<file path="config.mk">
export PLATFORM = sky130hd
export DESIGN_NAME = sqmm_ctrl
export DESIGN_NICKNAME = d
export VERILOG_FILES = /design/src/sqmm_pkg.sv /design/src/sqmm_ctrl.sv
export VERILOG_INCLUDE_DIRS = /design/src /design/src/src
export SDC_FILE = /design/constraint.sdc
export NUM_CORES = 1
export LEC_CHECK = 0
export ABC_AREA = 0
export BUFFER_PORTS_ARGS = -buffer_cell sky130_fd_sc_hd__buf_2
export CAP_MARGIN = 20
export CORE_AREA = 8 8 45 47
export CTS_BUF_LIST = sky130_fd_sc_hd__clkbuf_8 sky130_fd_sc_hd__clkbuf_16
export CTS_CLUSTER_DIAMETER = 60
export DETAILED_ROUTE_END_ITERATION = 8
export DIE_AREA = 0 0 53 55
export GPL_TIMING_DRIVEN = 0
export SKIP_CTS_REPAIR_TIMING = 1
export SLEW_MARGIN = 20
export SYNTH_ARGS = -nofsm -noshare
export SYNTH_HDL_FRONTEND = slang
export SYNTH_SLANG_ARGS = --single-unit
export TNS_END_PERCENT = 100
</file>
<file path="constraint.sdc">
create_clock -name clk -period 1.9 [get_ports clk]
set_clock_uncertainty 0.1 [all_clocks]
set_input_delay 0.38 -clock clk [delete_from_list [all_inputs] [get_ports clk]]
set_output_delay 0.38 -clock clk [all_outputs]
set_load 0.02 [all_outputs]
</file>
<file path="src/assert_macros.svh">
// Assertion macros for the RTL.
`ifndef ASSERT_MACROS_SVH
`define ASSERT_MACROS_SVH

`ifndef ASSERT_OFF

// prop must hold at every rising clock edge outside reset
`define ASSERT_CLK(lbl, clk_sig, rst_sig, prop, msg) \
    lbl: assert property (@(posedge clk_sig) disable iff (!rst_sig) prop) else $error(msg);

// cond must never be true outside reset
`define ASSERT_NEVER(lbl, clk_sig, rst_sig, cond, msg) \
    lbl: assert property (@(posedge clk_sig) disable iff (!rst_sig) !(cond)) else $error(msg);

`else

`define ASSERT_CLK(lbl, clk_sig, rst_sig, prop, msg)
`define ASSERT_NEVER(lbl, clk_sig, rst_sig, cond, msg)

`endif

`endif

</file>
<file path="src/sqmm_pkg.sv">
package sqmm_pkg;

    // Fixed field widths
    localparam int ROW_W      = 5;
    localparam int VALUE_W    = 16;
    localparam int ACC_W      = 38;
    localparam int CFG_W      = 6;
    // Wide enough for any size up to 64 and for row/col compares
    localparam int SIZE_EXT_W = 7;
    localparam logic [CFG_W-1:0] SIZE_RESET = 6'd32;

    typedef enum logic [1:0] {
        MODE_WR_A = 2'd0,
        MODE_WR_B = 2'd1,
        MODE_RD   = 2'd2
    } mode_t;

    typedef struct packed {
        mode_t                     mode;
        logic [ROW_W-1:0]          row;
        logic [ROW_W-1:0]          col;
        logic signed [VALUE_W-1:0] value;
    } in_item_t;

    typedef struct packed {
        logic signed [ACC_W-1:0] product_value;
        logic [ROW_W-1:0]        out_row;
        logic [ROW_W-1:0]        out_col;
        logic                    index_error;
    } result_t;

    // Controller to datapath
    typedef struct packed {
        logic wr_a;
        logic wr_b;
        logic load;
        logic issue;
    } dp_cmd_t;

    // Datapath to controller
    typedef struct packed {
        logic err_in;
        logic last;
    } dp_stat_t;

    typedef enum logic [1:0] {
        ST_IDLE,
        ST_RUN,
        ST_DRAIN,
        ST_DONE
    } state_t;

endpackage

</file>
<file path="src/sqmm_ctrl.sv">
`include "assert_macros.svh"

module sqmm_ctrl (
    input  logic                  clk,
    input  logic                  rst_n,
    input  logic                  start,
    input  sqmm_pkg::mode_t       mode,
    input  sqmm_pkg::dp_stat_t    stat,
    output sqmm_pkg::dp_cmd_t     cmd,
    output logic                  busy,
    output logic                  done
);
    import sqmm_pkg::*;

    state_t state_reg;
    state_t state_next;
    logic   drain_reg;
    logic   drain_next;

    // State register
    always_ff @(posedge clk or negedge rst_n)
    begin
        if (!rst_n)
        begin
            state_reg <= ST_IDLE;
            drain_reg <= 1'b0;
        end
        else
        begin
            state_reg <= state_next;
            drain_reg <= drain_next;
        end
    end

    // Next state and commands
    always_comb
    begin
        state_next = state_reg;
        drain_next = drain_reg;
        cmd        = '0;
        busy       = 1'b1;
        done       = 1'b0;
        unique case (state_reg)
            ST_IDLE:
            begin
                busy = 1'b0;
                if (start)
                begin
                    unique case (mode)
                        MODE_WR_A: cmd.wr_a = 1'b1;
                        MODE_WR_B: cmd.wr_b = 1'b1;
                        MODE_RD:
                        begin
                            cmd.load   = 1'b1;
                            state_next = stat.err_in ? ST_DONE : ST_RUN;
                        end
                        default: ;
                    endcase
                end
            end
            ST_RUN:
            begin
                cmd.issue = 1'b1;
                if (stat.last)
                begin
                    state_next = ST_DRAIN;
                    drain_next = 1'b0;
                end
            end
            ST_DRAIN:
            begin
                // read and multiply stages empty out
                if (drain_reg)
                begin
                    state_next = ST_DONE;
                end
                drain_next = 1'b1;
            end
            ST_DONE:
            begin
                done       = 1'b1;
                state_next = ST_IDLE;
            end
            default:
            begin
                state_next = ST_IDLE;
            end
        endcase
    end

    `ASSERT_CLK(a_done_one_cycle, clk, rst_n, done |=> !done, "done held for more than one cycle")
    `ASSERT_CLK(a_err_no_walk, clk, rst_n, (cmd.load && stat.err_in) |=> done, "index error query walked")
    `ASSERT_CLK(a_drain_to_done, clk, rst_n, (state_reg == ST_DRAIN && drain_reg) |=> done, "drain did not end in done")
    `ASSERT_NEVER(a_issue_while_idle, clk, rst_n, cmd.issue && !busy, "issue while idle")

endmodule

</file>
=== Word-level counts from Yosys, hierarchy flattened ===
Cells that the tools add are included.

* Bits in registers: 3
* Input bits: 7
* Output and inout port bits: 6
* Word-level logic and storage cells: 32

* Eq/ne operators: 9
* Muxes and demuxes: 16
* Reductions and logical operators: 5

{| class="wikitable"
|+ Operator list
! cell !! number
|-
| 2-to-1 mux 2 bit || 5
|-
| case mux 2 bit (4 select lines) || 1
|-
| 2-to-1 mux 1 bit || 7
|-
| equality test 2 bit (second input constant) || 3
|-
| 2-to-1 mux 3 bit || 2
|-
| inequality test 2 bit (second input constant) || 3
|-
| equality test 2 x 1 -> 1 bit (second input constant) || 2
|-
| zero test 2 bit || 2
|-
| AND reduction 4 bit || 1
|-
| inequality test 2 x 1 -> 1 bit (second input constant) || 1
|-
| case mux 1 bit (2 select lines) || 1
|-
| AND reduction 2 bit || 1
|-
| nonzero test 2 bit || 1
|}

=== Longest topological paths before layout ===
* Depth after elaboration: 4
* Mapped depth: 5
* Depth with buffers taken out: 5

=== Worst setup path after synthesis ===
OpenSTA, ideal clock, no wires.

* Path kind: flip-flop to output port
* Start point: register state_reg[0]
* End point: output port cmd[2] (netlist name)
* Arrival: 1.294 ns
* Required time: 1.420 ns
* Setup slack: 0.126 ns
* Cell stages (with the launch flop): 5
* Buffers on the path: 0
* Cell sequence: dfrtp_1 inv_1 ha_1 nand2_1 nor3b_1

{| class="wikitable"
|+ RTL lines
! what !! line !! text
|-
| from (decl) || sqmm_ctrl.sv:15 || <nowiki>state_t state_reg;</nowiki>
|-
| from (signal assigned) || sqmm_ctrl.sv:30 || <nowiki>state_reg <= state_next;</nowiki>
|-
| to (decl) || sqmm_ctrl.sv:9 || <nowiki>output sqmm_pkg::dp_cmd_t cmd,</nowiki>
|}

==> results.md <==
* Slew @ Worst Pin at 0.504 ns
* Sequential fraction of the synthesis area at 30.5%
* WP depth at 5
* Die height at ~55 um
* Final Instance Area at 412 sq um
* DP Cell Count at 54
* Via count at 242
* F_max at 549 MHz
* Worst-Skew Late Latency at between 0.2 and 0.25 ns
* Post-Route Setup TNS at 0 ns
* Max-slew violation count at 0
* M3 GR Usage at 3.48%
* Status: finished clean
* Core Region at 0.00138 sq mm
* Buffers on Ports at 12
* Wire per inst at 9.87 um
* Number of global-route vias before repair at 229
* Netlist cell types at 12
* Worst Reg-to-Reg Cells at 4
* Max reg flops at 2
* Flops & latches, synth at 3
* Setup crit end kind: output port
* Mean Syn Cell Area at between 9 and 10 sq um
* Syn Nets at 38
* Row count at 14
* CP Data Arrival Time at around 1.3 ns
* Post-layout util at 29.7%
* GRT met2 Usage at 6.25%
* Initial antenna violation count at 0
* Switching Share at 40.4%
* Clk sinks at 3
* Period utilization at 95.9%
* Initial Util at around 18%
* Cell Pwr Density at 1620 mW/mm^2
* Worst VDD drop at 0.000559 V
* FILL cells at 158
* CP max stage delay at 0.39 ns
* CTS tree: done
* Largest net degree at the start of global routing at 5
* Final hold violation count at 0
* Share of cells above drive strength 1 at 50.0%
* DR DRC count at 0
* P_leak at 0.218 nW
* Critical path type: register to output port
* Area post-placement at 327 sq um
* Number of nets in the layout at between 50 and 60
* Final wirelength at 592 um
* Slowest-stage cell, CP: dfrtp_1
* Synth Cell Area at 246 sq um
* CTS Root Cell: clkbuf_8
* Die area at 0.00292 sq mm
* First-pass detailed-route iteration total at 4
* Hold Path Class: input pin to register
* Tot GR Track Use at 4.32%
* Part of the power in registers at between 10% and 20%
* Die W at 53 um
* Relative slew slack at 66.4%
* Ys Warns at 0
* Bufs and invs on worst path at 2
* Int Power at 0.397 mW
* Avg Vias per Cell at 4.03
* Starting DRT DRC Count at 1
* Placer Congestion at 0.642
* Diode count at 0
* Grt met1 use at 3.35%
* First-pass GRT wire length at between 800 and 900 um
* CP delay by family, top: flip-flops
* CTS clk-pin slew, worst paths at 0.03 ns
* Hold path depth at 3
* H-Tree Depth at 1
* Switching Power at 0.269 mW
* Worst path required time at 1.42 ns
* Crit path launch type: register
* Non-filler instance count after layout at 60
* Post-Synthesis Cells at 26
* Clock power share at 27.1%
* Comb power frac at 54.1%
* Routed Antenna Nets at 0
* Worst-path cell chain: inv_2 -> ha_2 -> nand2_2 -> nor3b_2 -> buf_4
* Area growth syn-to-layout at 67.0%
* Fin crit period at 1.82 ns
* CP Max Fanout at 4
* Global routing's busiest layer: met2
* I/O pins at 13
* Max-Cap Viols at 0
* Grt ovf at 0
* Final setup violation count at 0
* CTS Buffer Depth at 2
* TritonCTS buffer count at 3
-- worst min-delay path, stage by stage --
cell and delay [ns]:
buf_2 0.10, inv_1 0.06, a31oi_1 0.08
-- power by group through the flow --
stage | sequential, mW | clock [mW] | combinational [mW]
3_5_place_dp | 0.124 | 0 | 0.331
3_3_place_gp | 0.123 | 0 | 0.326
2_1_floorplan | 0.118 | 0 | 0.256
4_1_cts | 0.123 | 0.187 | 0.334
5_1_grt | 0.129 | 0.193 | 0.397
6_report | 0.125 | 0.180 | 0.360
-- cells in the mapped netlist --
cell type  instances  area share, %
a222oi_1           1            4.1
a21oi_1            1            2.0
nand2_1            2            3.0
ha_1               5             25
mux2i_1            3             12
nor3b_1            2            6.1
a31oi_1            1            2.5
inv_1              5            7.6
nor2_1             1            1.5
nand3b_1           1            3.0
nor3_1             1            2.0
dfrtp_1            3             30
-- cell usage in the layout, fill, tap and decap left out, types with 2 or more instances in the layout --
cell type	count
buf_2	9
inv_1	4
inv_2	2
ha_1	4
mux2i_1	3
dfrtp_1	3
clkbuf_8	3
buf_4	4
nor3b_2	2
-- area by class of cell --
class,instances,area (sq um),area share (%)
Multi-Input combinational cell,18,168,40.7
Sequential cell,3,75.1,18.2
Clock inverter,1,3.75,0.912
Clock buffer,3,41.3,10.0
Inverter,5,18.8,4.56
Timing Repair Buffer,14,85.1,20.7
Tap cell,16,20.0,4.86
-- kinds of logic after synthesis --
family	Yosys count	synth area share, %
AO/OA/AOI/OAI	3	8.63
adder cells (fa/ha/maj)	5	25.4
buffers and inverters	5	7.62
flip-flops	3	30.5
multiplexers	3	12.2
AND/OR/NAND/NOR	7	15.7
-- worst paths after layout --
kind                                    from      endpoint  slack [ns]
worst max-delay path            state_reg[0]        cmd[2]        0.08
worst min-delay path                 stat[0]     drain_reg        0.36
worst max register to register  state_reg[0]  state_reg[0]        0.29
worst min register to register     drain_reg     drain_reg        0.45
max in group asynchronous              rst_n  state_reg[1]        1.20
min in group asynchronous              rst_n     drain_reg        0.39
-- metal layers --
layer  vias up  part of all wire [%]
met5         -                     0
met4         0                   2.7
met3         2                   6.8
met2         6                    53
met1       109                    38
li1        125                     -
-- stage by stage --
| step | setup slack [ns] | total power [mW] | hold WS (ns) |
|---|---|---|---|
| after global placement | 0.221 | 0.449 | 0.0789 |
| after CTS | -0.0203 | 0.644 | -0.149 |
| after global routing | -0.00397 | 0.720 | 0.384 |
| final | 0.0781 | 0.666 | 0.360 |
| after floorplan | 0.126 | 0.374 | -0.0156 |
| after detailed placement | 0.217 | 0.455 | 0.0819 |
No activity file was read; power rests on OpenSTA's default activity.
